$ cat config.mk
export PLATFORM = sky130hd
export DESIGN_NAME = drcu_mul
export DESIGN_NICKNAME = d
export VERILOG_FILES = /design/src/hdl/drcu_pkg.sv /design/src/hdl/drcu_mul.sv
export SDC_FILE = /design/constraint.sdc
export NUM_CORES = 1
export LEC_CHECK = 0
export BUFFER_PORTS_ARGS = -buffer_cell sky130_fd_sc_hd__buf_4
export CAP_MARGIN = 25
export CORE_ASPECT_RATIO = 0.9
export CORE_UTILIZATION = 30
export CTS_BUF_LIST = sky130_fd_sc_hd__clkbuf_16
export DETAILED_ROUTE_END_ITERATION = 8
export PLACE_DENSITY = 0.44
export SKIP_CTS_REPAIR_TIMING = 1
export SYNTH_ARGS = -nofsm -noshare
export SYNTH_HDL_FRONTEND = slang
export SYNTH_SLANG_ARGS = --single-unit
export TNS_END_PERCENT = 5
$ cat constraint.sdc
create_clock -name clk_i -period 7.95 [get_ports clk_i]
set_input_delay 0.795 -clock clk_i [delete_from_list [all_inputs] [get_ports clk_i]]
set_output_delay 0.795 -clock clk_i [all_outputs]
set_load 0.1 [all_outputs]
$ cat src/hdl/drcu_pkg.sv
// ----------------------------------------------------------------------------
// DCQCN rate update package
// Shared widths, fixed-point constants, command and register codes and the
// per-flow context record.
// ----------------------------------------------------------------------------
package drcu_pkg;

  // fixed-point format of alpha and of the gain: 1.16, one integer bit kept
  localparam int unsigned FXP_FRAC = 16;
  localparam int unsigned ALPHA_W  = 17;
  localparam logic [ALPHA_W-1:0] ONE_FXP   = 17'h10000;
  localparam logic [ALPHA_W-1:0] ALPHA_MAX = 17'h1FFFF;

  localparam int unsigned FLOW_ID_W  = 6;
  localparam int unsigned FLOW_IDS   = 1 << FLOW_ID_W;
  localparam int unsigned LEN_W      = 16;
  localparam int unsigned BYTE_W     = 24;
  localparam int unsigned STAGE_W    = 8;
  localparam int unsigned TIME_W     = 32;
  localparam int unsigned LINE_W     = 20;
  localparam int unsigned RAI_W      = 16;
  localparam int unsigned CFG_IDX_W  = 3;
  localparam int unsigned CFG_DATA_W = 32;

  localparam logic [STAGE_W-1:0] STAGE_MAX = 8'hFF;

  // register values after reset
  localparam logic [LINE_W-1:0]    LINE_RATE_RST   = 20'd12500;
  localparam logic [RAI_W-1:0]     RATE_INC_RST    = 16'd5;
  localparam logic [ALPHA_W-1:0]   ALPHA_GAIN_RST  = 17'd256;
  localparam logic [BYTE_W-1:0]    BYTE_THRESH_RST = 24'd10485760;
  localparam logic [TIME_W-1:0]    TIMER_PER_RST   = 32'd13750;
  localparam logic [STAGE_W-1:0]   FAST_STAGES_RST = 8'd5;

  typedef enum logic [1:0] {
    CMD_CNP   = 2'd0,
    CMD_DATA  = 2'd1,
    CMD_TIMER = 2'd2
  } cmd_e;

  typedef enum logic [CFG_IDX_W-1:0] {
    CFG_LINE_RATE   = 3'd0,
    CFG_RATE_INC    = 3'd1,
    CFG_ALPHA_GAIN  = 3'd2,
    CFG_BYTE_THRESH = 3'd3,
    CFG_TIMER_PER   = 3'd4,
    CFG_FAST_STAGES = 3'd5
  } cfg_idx_e;

  // per-flow context apart from the two rates
  typedef struct packed {
    logic [ALPHA_W-1:0] alpha;
    logic [BYTE_W-1:0]  bytes;
    logic [STAGE_W-1:0] tstage;
    logic [STAGE_W-1:0] bstage;
    logic [TIME_W-1:0]  last;
  } ctx_t;

  localparam ctx_t CTX_RST = '{
    alpha:  ONE_FXP,
    bytes:  '0,
    tstage: '0,
    bstage: '0,
    last:   '0
  };

endpackage

$ cat src/hdl/drcu_mul.sv
// ----------------------------------------------------------------------------
// DCQCN shared fixed-point multiplier
// Registered product of an operand and a 1.16 factor, shifted right by the
// fraction width (truncating). The result appears in the cycle after the operands.
// ----------------------------------------------------------------------------
module drcu_mul #(
  parameter int unsigned AW = 20
) (
  input  logic                                            clk_i,
  input  logic [AW-1:0]                                   a_i,
  input  logic [drcu_pkg::ALPHA_W-1:0]                    b_i,
  output logic [AW+drcu_pkg::ALPHA_W-drcu_pkg::FXP_FRAC-1:0] p_o
);

  localparam int unsigned FW = AW + drcu_pkg::ALPHA_W;
  localparam int unsigned PW = FW - drcu_pkg::FXP_FRAC;

  logic [FW-1:0] prod;
  logic [PW-1:0] p_q;

  assign prod = FW'(a_i) * FW'(b_i);

  always_ff @(posedge clk_i) begin
    p_q <= prod[FW-1:drcu_pkg::FXP_FRAC];
  end

  assign p_o = p_q;

endmodule

==> qor.txt <==
sequential-to-total area share from yosys stat = 3.817%
Core Box Area = 36170 um2
Nets = 1669
fin crit share = 81.82%
vias in the first global route = 8601
Port Buffers = 58
H-tree depth = 1
crit-path max cell delay = 550 ps
clock tree from TritonCTS = yes
Die Height = 183.8 um
Max-Cap Viols = 0
Core Rows = 66
most used cell, CP = fa_1
Ports = 59
Synth Flop Type = dfxtp_1
startpoint types = input pin
Initial Util = 30.45%
Synth Register Bits = 21
Final Hold Fails = 0
Synth Warn # = 0
CTS sink cnt = 21
syn_area_per_cell = 8.826 um2
minimum clock period = 6505 ps
metal3 WL = 1364 um
Mapped Cells = 1248
Hold Path Class = input pin to register
Area contributors post-synth = fa_1 (49%), ha_1 (12%), inv_1 (11%)
family with the most delay on the worst path = adder cells
DIE AREA = 37490 um2
Layout area overhead = 8.167%
final setup fails = 0
Slew headroom = 59.58%
overflow left after global routing = 0
Initial DRT Pass Iterations = 4
DRT antenna net count = 0
mapped cell area = 11010 um2
number of flip-flops in the largest register = 21
top routing layer used = met4
critical path cell sequence = buf_4 -> nand2_1 -> fa_1 -> inv_1 -> fa_1 -> inv_1 -> fa_1 -> inv_1 -> fa_1 -> fa_1 -> inv_1 -> fa_1 -> inv_1 -> ha_1 -> a21oi_1 -> o21ai_0 -> a41o_1 -> a21o_1 -> a221o_1 -> a31oi_2 -> o21ai_1 -> xor2_1
Setup CP Type = input pin to register
clk root buf = clkbuf_16
EDFF count, synth = 0
WP buf/inv = 6
diode count = 0
Placer Congestion = 0.8156
Mapped Nets = 1662
Pins Over Slew Limit = 0
share of the synthesized area in the top cell type = 48.53%
RSZ-0062 raised after global routing = no
final wirelength = 29670 um
cell taking the most area after synthesis = fa_1
DR vias = 7785
Arrival @ worst endpoint = 6650 ps
WHS = 1530 ps
Post-Route M1 WL = 14930 um
Via density = 4.500
fmax = 0.1537 GHz
first-pass GRT wire length = 49200 um
antenna violations before repair = 0
HPWL after DPL = 24340 um
status = finished clean
DR DRC count = 0
Req. time, crit path = 8090 ps
Worst-path clk slew = 60 ps
largest net degree at the start of global routing = 21
Cell variety after synth = 32
wire length on met2 = 13170 um
GRT Total Usage = 17.09%
Crit. End Element = register
Fin Setup TNS = 0 ps
FILL cells = 3880
async set-or-reset flop fraction in the synthesized netlist = 0%
Chip Width = 204.0 um
drt wl/cell = 17.15 um
Slew @ Worst Pin = 602.7 ps
clk buf depth = 2
worst-path maximum fanout = 20
Worst path slowest cell = fa_1
share of cells above drive strength 1 = 5.104%
cts bufs inserted = 3
detailed router's first-iteration violation count = 318
layer usage:
layer / global-route usage, % / vias up
met5: 0 / -
met4: 1.970 / 0
met3: 1.843 / 14
met2: 26.65 / 128
met1: 26.02 / 4036
li1: - / 3607
worst min-delay path: stages:
cell     delay (ps)
buf_4           220
and2_1          170
fa_1            170
xnor2_1         140
xnor2_1          90
xnor2_1         130
per-stage QoR:
| step | util (%) | std cells | worst slack (ps) | instance area, um2 |
|---|---|---|---|---|
| 2_1_floorplan | - | 1248 | 1657 | 11010 |
| 3_3_place_gp | 32.72 | 1726 | 1209 | 11840 |
| 3_5_place_dp | 32.72 | 1726 | 1175 | 11840 |
| 4_1_cts | 32.94 | 1730 | 1431 | 11910 |
| 5_1_grt | 32.94 | 1730 | 1130 | 11910 |
| 6_report | 32.94 | 1730 | 1445 | 11910 |
path summary, 6_finish.rpt:
check / from / end / slack, ps / cells after the start
setup / recovery: b_i[8] / p_o[18] / 1450 / 22
hold / removal: a_i[19] / p_o[20] / 1530 / 6
synth_stat cells, types with 9 or more instances:
cell type / number
a21o_1: 15
xnor2_1: 15
and2_1: 141
nor2_1: 10
o21ai_0: 11
nand2_1: 211
xor2_1: 9
dfxtp_1: 21
ha_1: 109
clkbuf_1: 56
inv_1: 322
fa_1: 267
a21oi_1: 25
final cells by class:
cell class / count / area, um2 / share of cell area [%]
timing repair buffer: 58 / 435.4 / 3.655
inverter: 322 / 1209 / 10.14
clock buffer: 3 / 75.07 / 0.6301
clock inverter: 1 / 3.754 / 0.03151
sequential: 21 / 420.4 / 3.529
multi-input combinational: 849 / 9175 / 77.01
tap: 476 / 595.6 / 4.999
cells in the final DEF (no fill, tap or decap), drive strengths merged, types with 3 or more instances in the layout:
master,count
nand3,6
a21oi,25
fa,267
nand2,211
a21o,15
nand4,5
inv,323
xnor2,15
and2,141
xor2,9
nor2,10
dfxtp,21
a211oi,4
ha,109
and3,4
o21ai,13
clkbuf,3
buf,58
a31oi,4
cell families (layout without fill, tap and decap cells):
family | after synthesis | count (layout) | synth area share [%]
buffers and inverters | 378 | 384 | 12.88
and+or+nand+nor | 379 | 379 | 16.43
adders and majority gates | 376 | 376 | 60.91
xor gates and xnor gates | 24 | 24 | 1.909
DFF | 21 | 21 | 3.817
AOI/OAI and AO/OA | 70 | 70 | 4.056
Power is left out: the tool's default activity adds up to more than one toggle a clock period on the data nets, which glitch-free logic cannot reach.
